## config.mk

```make
export PLATFORM = sky130hd
export DESIGN_NAME = piezo_trigger_note_on_off_unit
export DESIGN_NICKNAME = d
export VERILOG_FILES = /design/src/ptno_pkg.sv /design/src/piezo_trigger_note_on_off_unit.sv
export SDC_FILE = /design/constraint.sdc
export NUM_CORES = 1
export LEC_CHECK = 0
export CORE_UTILIZATION = 40
export DETAILED_ROUTE_END_ITERATION = 8
export DONT_BUFFER_PORTS = 1
export PLACE_DENSITY = 0.55
export REMOVE_ABC_BUFFERS = 1
export SLEW_MARGIN = 5
export SYNTH_ARGS = -nofsm -noshare
export SYNTH_HDL_FRONTEND = slang
export SYNTH_SLANG_ARGS = --single-unit
```

## constraint.sdc

```tcl
create_clock -name clk -period 20.2 [get_ports clk]
set_input_delay 2.02 -clock clk [delete_from_list [all_inputs] [get_ports clk]]
set_output_delay 2.02 -clock clk [all_outputs]
set_load 0.01 [all_outputs]
```

## src/ptno_pkg.sv

```systemverilog
// shared types and constants for the piezo trigger note on/off unit
// no dependencies; imported by piezo_trigger_note_on_off_unit
package ptno_pkg;

	// sensor inputs served and per-input state slots (index is two bits wide)
	localparam int NUM_INPUTS = 4;
	localparam int SLOTS      = 4;
	localparam int IDX_W      = $clog2(SLOTS);

	// converter full scale used for velocity scaling
	localparam int FULL_SCALE = 775;

	localparam logic [6:0] VEL_MAX = 7'd127;

	// velocity = floor(sample*127 / FULL_SCALE) by reciprocal multiply
	// ceil(2^27 / FULL_SCALE) is exact for every product below 2^17
	localparam int VEL_SHIFT   = 27;
	localparam int SCALED_W    = 17;
	localparam int VEL_RECIP_W = VEL_SHIFT + 1;
	localparam int VEL_PROD_W  = SCALED_W + VEL_RECIP_W;
	localparam int VEL_QUOT_W  = VEL_PROD_W - VEL_SHIFT;
	localparam logic [VEL_RECIP_W-1:0] VEL_RECIP =
		VEL_RECIP_W'((2 ** VEL_SHIFT + FULL_SCALE - 1) / FULL_SCALE);

	// configuration register indexes
	localparam int CFG_IDX_W = 4;
	localparam logic [CFG_IDX_W-1:0] REG_THRESHOLD_ON  = 4'd0;
	localparam logic [CFG_IDX_W-1:0] REG_THRESHOLD_OFF = 4'd1;
	localparam logic [CFG_IDX_W-1:0] REG_WINDOW        = 4'd2;
	localparam logic [CFG_IDX_W-1:0] REG_PITCH_0       = 4'd3;
	localparam logic [CFG_IDX_W-1:0] REG_PITCH_1       = 4'd4;
	localparam logic [CFG_IDX_W-1:0] REG_PITCH_2       = 4'd5;
	localparam logic [CFG_IDX_W-1:0] REG_PITCH_3       = 4'd6;
	localparam logic [CFG_IDX_W-1:0] REG_CHANNEL       = 4'd7;
	localparam int CFG_DATA_W = 10;

	// register reset values
	localparam logic [9:0] THRESHOLD_ON_RST  = 10'd35;
	localparam logic [9:0] THRESHOLD_OFF_RST = 10'd16;
	localparam logic [7:0] WINDOW_RST        = 8'd8;
	localparam logic [6:0] PITCH_RST         = 7'd60;
	localparam logic [4:0] CHANNEL_RST       = 5'd1;

	// event kinds
	localparam logic EV_NOTE_ON  = 1'b0;
	localparam logic EV_NOTE_OFF = 1'b1;

	typedef struct packed {
		logic [1:0] input_index;
		logic [9:0] sample;
	} sample_word_t;

	typedef struct packed {
		logic       event_kind;
		logic [1:0] event_input;
		logic [6:0] pitch;
		logic [6:0] velocity;
		logic [4:0] note_channel;
	} note_event_t;

endpackage

```

## src/piezo_trigger_note_on_off_unit.sv

```systemverilog
// piezo trigger to note-on / note-off event generator, top level
// depends on ptno_pkg (types, register indexes, velocity scaling constants)

// Takes one converter sample word per cycle, tagged with its sensor input, and
// emits zero or one note event word per sample. An idle input whose sample
// reaches threshold_on emits a note-on with velocity sample*127/FULL_SCALE
// (saturated at 127) and starts playing; a playing input counts samples over a
// window of window_q samples and tracks their peak, and a window whose peak is at
// or below threshold_off emits a note-off and returns the input to idle.
// Throughput is one sample word per cycle while in_stall is low; a sample's
// event word is registered into the output register when the sample leaves
// the single stage, which reads and writes the per-input state (playing flag,
// window count, window peak) for the sample it holds and sets the rate, so a
// word for the same input in the next cycle sees the updated state. in_stall
// rises only when the stage holds a word that makes an event while the output
// register is full and stalled. The user must write configuration registers
// via cfg_we/cfg_index/cfg_data only while the block is idle; the block does
// not enforce it; writes to an index past the channel register are ignored.
module piezo_trigger_note_on_off_unit (
	input  logic                                clk,
	input  logic                                arst_n,
	// configuration
	input  logic                                cfg_we,
	input  logic [ptno_pkg::CFG_IDX_W-1:0]      cfg_index,
	input  logic [ptno_pkg::CFG_DATA_W-1:0]     cfg_data,
	// sample words in
	input  logic                                in_valid,
	output logic                                in_stall,
	input  ptno_pkg::sample_word_t              in_word,
	// note event words out
	output logic                                out_valid,
	input  logic                                out_stall,
	output ptno_pkg::note_event_t               out_word
);
	import ptno_pkg::*;

	// configuration registers
	logic [9:0] threshold_on_q;
	logic [9:0] threshold_off_q;
	logic [7:0] window_q;
	logic [6:0] pitch_q [SLOTS];
	logic [4:0] channel_q;

	// per-input state
	logic       playing_q [SLOTS];
	logic [7:0] count_q   [SLOTS];
	logic [9:0] peak_q    [SLOTS];

	// input register
	logic         valid_s1;
	sample_word_t word_s1;

	// result register
	logic        out_valid_q;
	note_event_t out_word_q;

	// stage logic
	logic [IDX_W-1:0]      idx;
	logic                  in_range;
	logic                  cur_playing;
	logic [7:0]            cnt_inc;
	logic [9:0]            peak_max;
	logic                  window_end;
	logic                  note_on;
	logic                  note_off;
	logic                  emit;
	logic                  out_free;
	logic                  adv;
	logic [SCALED_W-1:0]   scaled;
	logic [VEL_PROD_W-1:0] vel_prod;
	logic [VEL_QUOT_W-1:0] vel_quot;
	logic [6:0]            velocity;
	note_event_t           ev;

	// configuration writes
	always_ff @(posedge clk or negedge arst_n) begin
		if (!arst_n) begin
			threshold_on_q  <= THRESHOLD_ON_RST;
			threshold_off_q <= THRESHOLD_OFF_RST;
			window_q        <= WINDOW_RST;
			channel_q       <= CHANNEL_RST;
			for (int i = 0; i < SLOTS; i++) begin
				pitch_q[i] <= PITCH_RST;
			end
		end else if (cfg_we) begin
			unique case (cfg_index)
				REG_THRESHOLD_ON:  threshold_on_q  <= cfg_data;
				REG_THRESHOLD_OFF: threshold_off_q <= cfg_data;
				REG_WINDOW:        window_q        <= cfg_data[7:0];
				REG_PITCH_0:       pitch_q[0]      <= cfg_data[6:0];
				REG_PITCH_1:       pitch_q[1]      <= cfg_data[6:0];
				REG_PITCH_2:       pitch_q[2]      <= cfg_data[6:0];
				REG_PITCH_3:       pitch_q[3]      <= cfg_data[6:0];
				REG_CHANNEL:       channel_q       <= cfg_data[4:0];
				default: ;
			endcase
		end
	end

	// look up the state of the sample's input
	assign idx         = word_s1.input_index;
	assign in_range    = (int'(idx) < NUM_INPUTS);
	assign cur_playing = playing_q[idx];
	assign cnt_inc     = count_q[idx] + 8'd1;
	assign peak_max    = (word_s1.sample > peak_q[idx]) ? word_s1.sample : peak_q[idx];
	// a zero window length ends a window on every playing sample
	assign window_end  = (cnt_inc >= window_q);

	assign note_on  = in_range && !cur_playing && (word_s1.sample >= threshold_on_q);
	assign note_off = in_range && cur_playing && window_end && (peak_max <= threshold_off_q);
	assign emit     = note_on || note_off;

	// velocity: sample*127 by shift-subtract, then reciprocal multiply
	assign scaled   = {word_s1.sample, 7'd0} - {7'd0, word_s1.sample};
	assign vel_prod = VEL_PROD_W'(scaled) * VEL_PROD_W'(VEL_RECIP);
	assign vel_quot = vel_prod[VEL_PROD_W-1:VEL_SHIFT];
	assign velocity = (vel_quot > VEL_QUOT_W'(VEL_MAX)) ? VEL_MAX : vel_quot[6:0];

	always_comb begin
		ev.event_kind   = note_off ? EV_NOTE_OFF : EV_NOTE_ON;
		ev.event_input  = idx;
		ev.pitch        = pitch_q[idx];
		ev.velocity     = note_off ? 7'd0 : velocity;
		ev.note_channel = channel_q;
	end

	// the stage moves on unless its event has nowhere to go
	assign out_free = !out_valid_q || !out_stall;
	assign adv      = valid_s1 && (!emit || out_free);
	assign in_stall = valid_s1 && !adv;

	// per-input state update, only when the word leaves the stage
	always_ff @(posedge clk or negedge arst_n) begin
		if (!arst_n) begin
			for (int i = 0; i < SLOTS; i++) begin
				playing_q[i] <= 1'b0;
				count_q[i]   <= 8'd0;
				peak_q[i]    <= 10'd0;
			end
		end else if (adv && in_range) begin
			if (!cur_playing) begin
				if (note_on) begin
					playing_q[idx] <= 1'b1;
					count_q[idx]   <= 8'd1;
					peak_q[idx]    <= 10'd0;
				end
			end else if (window_end) begin
				count_q[idx] <= 8'd0;
				peak_q[idx]  <= 10'd0;
				if (note_off) begin
					playing_q[idx] <= 1'b0;
				end
			end else begin
				count_q[idx] <= cnt_inc;
				peak_q[idx]  <= peak_max;
			end
		end
	end

	// input register
	always_ff @(posedge clk or negedge arst_n) begin
		if (!arst_n) begin
			valid_s1 <= 1'b0;
		end else if (!in_stall) begin
			valid_s1 <= in_valid;
		end
	end

	always_ff @(posedge clk) begin
		if (!in_stall && in_valid) begin
			word_s1 <= in_word;
		end
	end

	// result register
	always_ff @(posedge clk or negedge arst_n) begin
		if (!arst_n) begin
			out_valid_q <= 1'b0;
		end else if (out_free) begin
			out_valid_q <= valid_s1 && emit;
		end
	end

	always_ff @(posedge clk) begin
		if (out_free && valid_s1 && emit) begin
			out_word_q <= ev;
		end
	end

	assign out_valid = out_valid_q;
	assign out_word  = out_word_q;

`ifndef SYNTHESIS
	// a note-off never carries a velocity
	assert property (@(posedge clk) disable iff (!arst_n)
		out_valid && (out_word.event_kind == EV_NOTE_OFF) |-> (out_word.velocity == 7'd0))
		else $error("note-off word with nonzero velocity");

	// a committed note-on leaves its input playing
	assert property (@(posedge clk) disable iff (!arst_n)
		adv && note_on |=> playing_q[$past(idx)])
		else $error("input not playing after note-on");

	// input side only stalls behind a held word
	assert property (@(posedge clk) disable iff (!arst_n)
		in_stall |-> valid_s1 && emit && out_valid_q)
		else $error("input stalled without a blocked event");
`endif

endmodule
```

==> metrics.md, run 1 <==
| Metric | Value |
|---|---|
| Synthesized cell area | 11860 um2 |
| Distinct cell type count after synthesis | 65 |
| Via Count | 7415 |
| CTS Hold Buffers Added | 0 |
| Commonest cells after routing, fill and taps aside | inv_1, ha_1, dfrtp_1 |
| CP endpoint kind | primary output |
| Grt ovf | 0 |
| Area leader, netlist | dfrtp_1 |
| Pre-antenna DRT Iters | 6 |
| Synth Register Bits | 173 |
| Reg2Reg Setup Slack | 12950 ps |
| PortBufs | 0 |
| Routed WL | 27100 um |
| Sequential share of power | 28.6% |
| First-pass GRT wire length | 44220 um |
| Clock power frac | 18.6% |
| Clock buffer depth | 2 |
| Starting Density | 40.98% |
| Fin nets | 1232 |
| Fmax | 121.0 MHz |
| DIE WIDTH | 174.2 um |
| Post_cts resized | 0 |
| HP Class | reg -> reg |
| Share of cells above drive strength 1 | 19.57% |
| FF-to-FF Start | word_s1[0] |
| Initial antenna violation count | 0 |
| Crit path cell chain | buf_4 -> mux4_2 -> inv_1 -> ha_1 -> and3_1 -> a221o_1 -> nand2_1 -> o2111ai_1 -> o21ai_1 -> buf_4 -> mux2i_1 -> inv_1 -> ha_1 -> a21o_2 -> a21o_2 -> a2111oi_4 -> o21ai_2 -> or2_2 -> inv_1 -> o21ai_1 -> nor2_1 |
| Die Area | 30330 um2 |
| Final worst clock skew | 19.09 ps |
| TritonCTS clock tree | yes |
| Routed vias/inst | 5.289 |
| Fillers | 2707 |
| WHS Endpoint | out_word[4] |
| Hold Crit Depth | 0 |
| DR iter-0 viols | 347 |
| Fin Setup TNS | 0 ps |
| Max-Cap Viols | 0 |
| # setup viols final | 0 |
| Post-synth top area share | 24.69% |
| Core area | 28940 um2 |
| Cells after Synth | 1003 |
| RSZ-0062 raised after global routing | false |
| Top post-synthesis cells by area | dfrtp_1, ha_1, mux2_2 |
| Die height | 174.2 um |
| Worst-path fanout max | 36 |
| Hold Crit Start | channel_q[4] |
| Leak | 6.114 nW |
| Async SR Flop Fraction | 80.35% |
| RD Place Congestion | 0.8290 |
| IO Count | 55 |
| Overall global routing resource usage | 19.05% |
| Final Hold Slack | 451.9 ps |
| WL per Instance | 19.33 um |
| TritonCTS buffer count | 17 |
| Post-CTS Setup Bufs | 0 |
| Part of the cycle the worst path needs | 40.91% |
| Area grow syn2layout | 8.295% |
| Status | completed |
| Vias in the first global route | 7853 |
| Req. time, crit path | 18180 ps |
| Combinational share of power | 52.8% |
| Clk pin slew, worst setup/hold paths | 70 ps |
| Post-synthesis sequential area ratio | 38.18% |
| Worst rel slew slack | 33.33% |
| Number of H-tree levels | 4 |
| Reg-to-reg endpoint | out_word[8] |
| FP Rows | 62 |
| Internal power | 0.001121 W |
| Final min period | 8264 ps |
| Setup crit start kind | flip-flop |
| Number of flops mapped to enable cells by yosys | 34 |
| Largest net degree at the start of global routing | 140 |
| Switching power | 0.0007560 W |
| Leading cell type in the layout, fill and taps excluded | inv_1 |
| # clock sinks | 173 |
| Crit path arrival time | 6240 ps |
| Most used cell along the critical path | inv_1 |
| Fin. Hold Viols | 0 |
| Final-report max-slew violation count | 0 |
| Post-route DRC violation count | 0 |
| Syn Area/Cell | 11.82 um2 |
| Crit Path Category | reg -> out |
| HPWL after detailed placement | 19380 um |
| Critical path's slowest cell | mux4_2 |
| Number of routed nets with antenna violations | 0 |
| Crit-path max cell delay | 600 ps |
| Least-Margin Pin Slew | 997.9 ps |
| Pwr per Cell Area | 146.2 nW/um2 |
| R2r worst-path depth | 24 |
| Ys flop type | dfrtp_1 |
| Clk_lat worst skew | 440 ps |
| Sw Share | 40.27% |
| Clock Tree Root | clkbuf_16 |
| Warnings from Yosys | 0 |
| Maximum vdd drop | 0.07942 mV |
-- through the flow --
step | util, % | power [W] | setup slack, ps | cell area (um2) | cells
6_report | 44.37 | 0.001877 | 11940 | 12840 | 1402
2_1_floorplan | - | 0.001293 | 12260 | 11700 | 979
4_1_cts | 44.37 | 0.001899 | 11880 | 12840 | 1401
3_5_place_dp | 42.27 | 0.001534 | 12420 | 12230 | 1369
5_1_grt | 44.37 | 0.002054 | 11490 | 12840 | 1401
3_3_place_gp | 42.27 | 0.001530 | 12470 | 12230 | 1369
-- synthesized netlist by cell type, types with 13 or more instances --
cell	n
inv_1	165
ha_1	158
dfrtp_1	117
mux2_2	96
fa_1	39
nor2_1	36
edfxtp_1	34
nand2_1	29
a22o_1	26
mux4_2	25
a21oi_1	24
dfstp_2	22
o21ai_0	22
xnor2_1	19
nand3_1	14
xor2_1	13
-- flip-flops by register name, indices dropped and copies added, names as in the netlist, 5 cells and up, named ones only --
| name | cells |
|---|---|
| peak_q | 40 |
| count_q | 32 |
| pitch_q | 28 |
| out_word | 22 |
| threshold_off_q | 10 |
| threshold_on_q | 10 |
| word_s1 | 10 |
| window_q | 8 |
| channel_q | 5 |
-- power groups by stage --
stage	registers (W)	clock network, W	logic [W]
3_3_place_gp	0.000542	0	0.000988
4_1_cts	0.000537	0.000356	0.00101
5_1_grt	0.000548	0.000371	0.00114
6_report	0.000536	0.000350	0.000991
3_5_place_dp	0.000541	0	0.000992
2_1_floorplan	0.000521	0	0.000771
-- layout make-up --
class                      count  area [um2]  area share, %
tap                          384       480.5          3.742
inverter                     165       619.3          4.824
timing repair buffer           6       45.04         0.3508
clock inverter                15       180.2          1.403
multi-input combinational    641        6560          51.09
antenna                        1       2.502        0.01949
clock buffer                  17       425.4          3.313
sequential                   173        4527          35.26
-- metal layers --
| metal | global-route usage (%) | up-vias | part of all wire (%) | wire length (um) |
|---|---|---|---|---|
| met3 | 4.221 | 25 | 4.3 | 1162 |
| met1 | 26.77 | 3737 | 49 | 13220 |
| met5 | 0 | - | 0 | 0 |
| li1 | - | 3526 | - | - |
| met2 | 29.33 | 127 | 45 | 12300 |
| met4 | 5.665 | 0 | 1.5 | 417 |
-- cell families after synthesis --
logic type | after synthesis | synth area share [%]
AO/OA/AOI/OAI | 142 | 8.601
adder cells (fa/ha/maj) | 197 | 23.26
multiplexers | 137 | 15.39
flip-flops | 173 | 38.18
buffers and inverters | 189 | 6.522
XOR/XNOR | 32 | 2.364
AND/OR/NAND/NOR | 133 | 5.688
-- worst max-delay path by stage --
stage,startpoint,to,slack (ps),cells after the start
finish,idx[0],in_stall,11940,21
detailed placement,idx[0],in_stall,12420,21
global route,idx[0],in_stall,11490,21
floorplan,idx[0],in_stall,12260,18
CTS,idx[0],in_stall,11880,21
global placement,idx[0],in_stall,12470,21
-- critical path: cells and delay by family, from the launching register on --
kind	cells	cell delay [ps]
AOI/OAI and AO/OA	8	1910
adders and majority gates	2	540
buffers and inverters	5	1160
and+or+nand+nor	4	1010
muxes	2	830
DFF	1	330
(Power assumes the default switching activity.)
==> run 2: changes to the inputs <==
--- a/config.mk
+++ b/config.mk
@@ -8,7 +8,7 @@
 export CORE_UTILIZATION = 40
 export DETAILED_ROUTE_END_ITERATION = 8
 export DONT_BUFFER_PORTS = 1
-export PLACE_DENSITY = 0.55
+export PLACE_DENSITY = 0.57
 export REMOVE_ABC_BUFFERS = 1
 export SLEW_MARGIN = 5
 export SYNTH_ARGS = -nofsm -noshare
==> constraint.sdc (replaced) <==
create_clock -name clk -period 7.6 [get_ports clk]
set_input_delay 0.76 -clock clk [delete_from_list [all_inputs] [get_ports clk]]
set_output_delay 0.76 -clock clk [all_outputs]
set_load 0.01 [all_outputs]
==> run 2 against run 1 <==
Cell count grew 0.71%; non-clock buffer count rose by 11; critical path depth is 5 higher; setup slack got worse by 11000 ps; clock-buffer cell count did not move; total power rose to 2.7 times the previous value; clock power rose to 2.6 times the previous value.
==> metrics.md, run 2 (synthesis gave the netlist of run 1 again) <==
| Metric | Value |
|---|---|
| Clock buffer depth | 2 (unchanged) |
| Final-report max-slew violation count | 0 (unchanged) |
| Max-Cap Viols | 0 (unchanged) |
| Internal power | 0.002940 W (+160%) |
| Least-Margin Pin Slew | 843.6 ps (-154.4 ps) |
| Sequential share of power | 28.5% (about the same) |
| Final worst clock skew | 13.20 ps (-5.894 ps) |
| Clock power frac | 18.1% (-0.5 points) |
| Number of routed nets with antenna violations | 0 (unchanged) |
| Commonest cells after routing, fill and taps aside | inv_1, ha_1, dfrtp_1 |
| Crit Path Category | reg -> reg |
| Fin nets | 1243 (+0.89%) |
| TritonCTS clock tree | yes |
| DRT met1 WL | 13620 um (+3.0%) |
| Post-CTS Setup Bufs | 0 (unchanged) |
| Grt ovf | 0 (unchanged) |
| FF-to-FF Start | word_s1[0] |
| Initial antenna violation count | 0 (unchanged) |
| Maximum vdd drop | 0.2347 mV (+200%) |
| Post-route DRC violation count | 0 (unchanged) |
| Leading cell type in the layout, fill and taps excluded | inv_1 |
| First-pass GRT wire length | 44610 um (+0.87%) |
| Setup crit start kind | flip-flop |
| DIE WIDTH | 174.2 um (unchanged) |
| Status | completed |
| Fmax | 144.2 MHz |
| N_diodes | 0 (-1) |
| Worst rel slew slack | 43.55% (+10 points) |
| Post-layout instance count excluding filler cells | 1412 (+0.71%) |
| Clk_lat worst skew | 440 ps (about the same) |
| Pre-antenna DRT Iters | 5 (-1) |
| Top reg by flops | peak_q |
| Max Used Layer | met4 |
| Routed WL | 27410 um (+1.2%) |
| Final min period | 6937 ps |
| PortBufs | 0 (unchanged) |
| Max FFs per register | 40 (unchanged) |
| Largest net degree at the start of global routing | 115 (-18%) |
| Met2 WL post-DR | 12590 um (+2.4%) |
| Clk pin slew, worst setup/hold paths | 70 ps (about the same) |
| Area grow syn2layout | 9.181% |
| WL met3 | 980 um (-16%) |
| Via Count | 7420 (+0.067%) |
| Part of the cycle the worst path needs | 91.28% |
| # clock sinks | 173 (unchanged) |
| Fin Setup TNS | 0 ps (unchanged) |
| Vias in the first global route | 7820 (-0.42%) |
| Top flop regs | peak_q x40, count_q x32, pitch_q x28 |
| Fin. Hold Viols | 0 (unchanged) |
| CP endpoint kind | flip-flop |
| Leak | 6.180 nW (+1.1%) |
| Clock Tree Root | clkbuf_16 |
| Req. time, crit path | 7790 ps (-10390 ps) |
| Overall global routing resource usage | 19.27% (+0.22 points) |
| Worst-path fanout max | 7 (-81%) |
| Final Util | 44.74% (+0.36 points) |
| HP Class | in -> async |
| Starting Density | 40.98% (unchanged) |
| HPWL after detailed placement | 20260 um (+4.6%) |
| WL per Instance | 19.41 um (+0.43%) |
| Number of H-tree levels | 4 (unchanged) |
| IO Count | 55 (unchanged) |
| Final Hold Slack | 23.93 ps (-428.0 ps) |
| FP Rows | 62 (unchanged) |
| Sw Share | 41.01% (+0.74 points) |
| Switching power | 0.002044 W (+170%) |
| Worst setup startpoint | word_s1[0] |
| DR iter-0 viols | 354 (+2.0%) |
| Combinational share of power | 53.4% (+0.6 points) |
| Pwr per Cell Area | 385.0 nW/um2 (+160%) |
| RD Place Congestion | 0.8335 (+0.54%) |
| TritonCTS buffer count | 17 (unchanged) |
| Crit path arrival time | 7130 ps (+890 ps) |
| Die Area | 30330 um2 (unchanged) |
| Dpl cells | 1379 (+0.73%) |
| Core area | 28940 um2 (unchanged) |
| Routed vias/inst | 5.255 (-0.64%) |
| Die height | 174.2 um (unchanged) |
| # setup viols final | 0 (unchanged) |
| RSZ-0062 raised after global routing | false |
| Share of cells above drive strength 1 | 20.72% (+1.2 points) |
[run 2: changes by cell type in the layout (fill, tap and decap cells not counted), sizes merged]
cell / change
clkinv: +1
buf: +11
bufinv: -2
inv: +2
clkinvlp: -1
diode: -1
[run 2: worst max-delay path, cell delays in order, from the launching register on]
cell       delay [ps]
edfxtp_1          520
inv_1             210
ha_1              260
nor2b_1           160
a31oi_1           280
o21bai_1           90
a21oi_1           270
nand2_1           160
nor3_1            300
xnor2_2           230
ha_1              320
xor2_1            150
ha_1              280
inv_1              50
fa_1              520
inv_1              50
fa_1              470
ha_1              300
ha_1              290
nand4_1           160
nor3_1            290
o211ai_1          160
o2111ai_1         390
a21oi_1           170
o21bai_1          240
xor2_2            140
o21a_1            210
[run 2: repair_timing]
action	4_1_cts	5_1_grt
hold endpoints to repair	26	0
endpoints found under the setup margin	0	5
gates resized for setup	0	3
hold buffers	1	0
[run 2: through the flow]
stage	total power [W]	instance area, um2	setup WS, ps
final	0.004983	12940	662.8
after global routing	0.005469	12940	2.388
after CTS	0.005040	12920	592.2
after detailed placement	0.004105	12310	627.4
after global placement	0.004083	12310	836.7
after floorplan	0.003436	11700	324.6
[run 2: final timing paths]
path	endpoint	slack [ps]	cells after the start
max in group asynchronous	peak_q[29]	7230	1
min in group clk	idx[1]	420	0
setup / recovery	out_word[6]	660	26
setup reg to reg	out_word[6]	660	26
hold / removal	peak_q[6]	20	0
hold reg to reg	out_word[1]	450	0
[run 2: cell type report]
class | instances | area, um2
fill | 2656 | 15990
multi-input combinational | 641 | 6583
sequential | 173 | 4527
inverter | 165 | 619.3
tap | 384 | 480.5
clock buffer | 17 | 425.4
clock inverter | 15 | 170.2
timing repair buffer | 17 | 140.1
[run 2: power groups by stage]
stage | sequential, W | combinational (W) | clock [W]
floorplan | 0.00139 | 0.00205 | 0
global placement | 0.00143 | 0.00265 | 0
detailed placement | 0.00144 | 0.00267 | 0
CTS | 0.00142 | 0.00270 | 0.000918
global route | 0.00145 | 0.00306 | 0.000957
finish | 0.00142 | 0.00266 | 0.000900
[run 2: per-layer routing]
layer	vias to the layer above	global-route usage [%]
li1	3546	-
met3	16	3.325
met1	3753	28.00
met2	105	30.02
met5	-	0
met4	0	4.167
==> run 3: changes to the inputs <==
--- a/config.mk
+++ b/config.mk
@@ -6,8 +6,10 @@
 export NUM_CORES = 1
 export LEC_CHECK = 0
 export CORE_UTILIZATION = 40
+export CTS_CLUSTER_DIAMETER = 30
 export DETAILED_ROUTE_END_ITERATION = 8
 export DONT_BUFFER_PORTS = 1
+export GPL_TIMING_DRIVEN = 0
 export PLACE_DENSITY = 0.57
 export REMOVE_ABC_BUFFERS = 1
 export SLEW_MARGIN = 5
==> constraint.sdc (replaced) <==
create_clock -name clk -period 7.6 [get_ports clk]
set_input_delay 0.38 -clock clk [delete_from_list [all_inputs] [get_ports clk]]
set_output_delay 0.38 -clock clk [all_outputs]
set_load 0.01 [all_outputs]
==> run 3 against run 2 <==
Total power decreased by 0.77%; critical path depth unchanged; combinational power is essentially flat; critical path type unchanged; largest power group unchanged.
==> metrics.md, run 3 (synthesis gave the netlist of run 1 again) <==
| Metric | Value |
|---|---|
| TritonCTS buffer count | 17 (unchanged) |
| Clk pin slew, worst setup/hold paths | 80 ps (about the same) |
| Initial antenna violation count | 0 (unchanged) |
| Combinational share of power | 54.0% (+0.6 points) |
| N_diodes | 0 (unchanged) |
| Max-Cap Viols | 0 (unchanged) |
| Post-route DRC violation count | 0 (unchanged) |
| Leading cell type in the layout, fill and taps excluded | inv_1 |
| Routed WL | 26510 um (-3.3%) |
| Final Util | 44.92% (+0.19 points) |
| Die height | 174.2 um (unchanged) |
| Core area | 28940 um2 (unchanged) |
| Dpl ws | 198.8 ps (-428.7 ps) |
| Least-Margin Pin Slew | 1345 ps (+501.4 ps) |
| Commonest cells after routing, fill and taps aside | inv_1, ha_1, dfrtp_1 |
| WL per Instance | 18.87 um (-2.8%) |
| HP Class | in -> reg |
| Clk_lat worst skew | 440 ps (about the same) |
| Crit Path Category | reg -> reg |
| Largest net degree at the start of global routing | 140 (+22%) |
| RSZ-0062 raised after global routing | false |
| Part of the cycle the worst path needs | 93.27% (+2.0 points) |
| Pwr per Cell Area | 380.4 nW/um2 (-1.2%) |
| Leak | 6.183 nW (about the same) |
| Sw Share | 41.05% (+0.042 points) |
| Req. time, crit path | 7800 ps (about the same) |
| Share of cells above drive strength 1 | 20.18% (-0.54 points) |
| Worst-path fanout max | 5 (-2) |
| Fin Setup TNS | 0 ps (unchanged) |
| Top flop regs | peak_q x40, count_q x32, pitch_q x28 |
| Grt ovf | 0 (unchanged) |
| DR iter-0 viols | 326 (-7.9%) |
| Final min period | 7089 ps (+151.3 ps) |
| Die Area | 30330 um2 (unchanged) |
| Max FFs per register | 40 (unchanged) |
| First-pass GRT wire length | 42870 um (-3.9%) |
| Crit path arrival time | 7290 ps (+160 ps) |
| Clock buffer depth | 2 (unchanged) |
| Number of routed nets with antenna violations | 0 (unchanged) |
| Starting Density | 40.98% (unchanged) |
| HPWL after detailed placement | 19320 um (-4.7%) |
| Top reg by flops | peak_q |
| Overall global routing resource usage | 18.44% (-0.83 points) |
| Clock power frac | 17.4% (-0.7 points) |
| Via Count | 7464 (+0.59%) |
| Final worst clock skew | 15.03 ps (+1.831 ps) |
| Clock Tree Root | clkbuf_16 |
| TritonCTS clock tree | yes |
| Maximum vdd drop | 0.2677 mV (+14%) |
| CP endpoint kind | flip-flop |
| PortBufs | 0 (unchanged) |
| DIE WIDTH | 174.2 um (unchanged) |
| # clock sinks | 173 (unchanged) |
| FP Rows | 62 (unchanged) |
| RD Place Congestion | 0.7758 (-6.9%) |
| Switching power | 0.002030 W (-0.67%) |
| IO Count | 55 (unchanged) |
| Area grow syn2layout | 9.635% |
| Status | completed |
| Final worst slack | 511.5 ps (-151.3 ps) |
| Number of H-tree levels | 4 (unchanged) |
| Sequential share of power | 28.7% (+0.2 points) |
| Vias in the first global route | 7807 (-0.17%) |
| Routed vias/inst | 5.312 (+1.1%) |
| Final-report max-slew violation count | 0 (unchanged) |
| Worst rel slew slack | 10.14% (-33 points) |
| Final Hold Slack | 37.49 ps (+13.56 ps) |
| # setup viols final | 0 (unchanged) |
| Fmax | 141.1 MHz (-2.1%) |
| Fin. Hold Viols | 0 (unchanged) |
| Setup crit start kind | flip-flop |
| Fin nets | 1236 (-0.56%) |
| Pre-antenna DRT Iters | 4 (-1) |
| Internal power | 0.002915 W (-0.84%) |
-- run 3: worst paths after layout --
kind                         startpoint     endpoint  slack (ps)  cells past startpoint
min in group asynchronous        arst_n   peak_q[39]         580                      2
max reg2reg                  word_s1[0]  out_word[8]         510                     26
min reg2reg                channel_q[3]  out_word[3]         460                      0
min                         in_word[11]       idx[1]          40                      0
max                          word_s1[0]  out_word[8]         510                     26
max in group asynchronous        arst_n   pitch_q[8]        6460                      2
-- run 3: worst max-delay path, stage by stage (launching register included) --
cell	delay (ps)
edfxtp_1	480
inv_1	220
ha_1	270
nor2b_1	170
a31oi_1	280
o21bai_1	100
a21oi_1	300
nand2_1	170
xnor2_2	400
ha_1	340
ha_1	290
inv_1	60
fa_1	520
inv_1	60
fa_1	530
inv_1	50
fa_1	520
inv_1	40
ha_1	310
o21ai_0	80
nor2_1	70
o31ai_1	490
o2111ai_2	260
a21oi_1	300
o21bai_1	140
xor2_2	190
o21a_1	220
-- run 3: power by group through the flow --
stage               Combinational, W  Sequential, W  Clock (W)
floorplan                    0.00205        0.00139          0
global placement             0.00259        0.00144          0
detailed placement           0.00266        0.00143          0
CTS                          0.00270        0.00142   0.000878
global route                 0.00307        0.00145   0.000918
finish                       0.00267        0.00142   0.000858
-- run 3: per-stage QoR --
step	power [W]	instances	cell area, um2
CTS	0.004999	1404	12960
floorplan	0.003436	979	11700
global placement	0.004030	1363	12180
finish	0.004945	1405	13000
detailed placement	0.004089	1370	12350
global route	0.005440	1405	13000
-- run 3: layer usage --
| metal | GRT usage [%] | wire length [um] | up-vias |
|---|---|---|---|
| met3 | 3.981 | 1164 | 15 |
| li1 | - | - | 3538 |
| met5 | 0 | 0 | - |
| met4 | 5.007 | 344 | 0 |
| met1 | 25.88 | 12880 | 3799 |
| met2 | 28.72 | 12130 | 112 |
-- run 3: layout make-up --
type	count	area, um2
repair buffers	10	209.0
well taps	384	480.5
fillers	2639	15940
multi-input cells	641	6589
clock buffers	17	425.4
clock inverters	15	148.9
flip-flops and latches	173	4527
inverters	165	619.3
-- run 3: what timing repair did --
item | in CTS | in global routing
setup endpoints to repair | 0 | 7
resized for setup | 0 | 4
setup buffers | 0 | 1
hold buffers | 2 | 0
endpoints found under the hold margin | 139 | 0
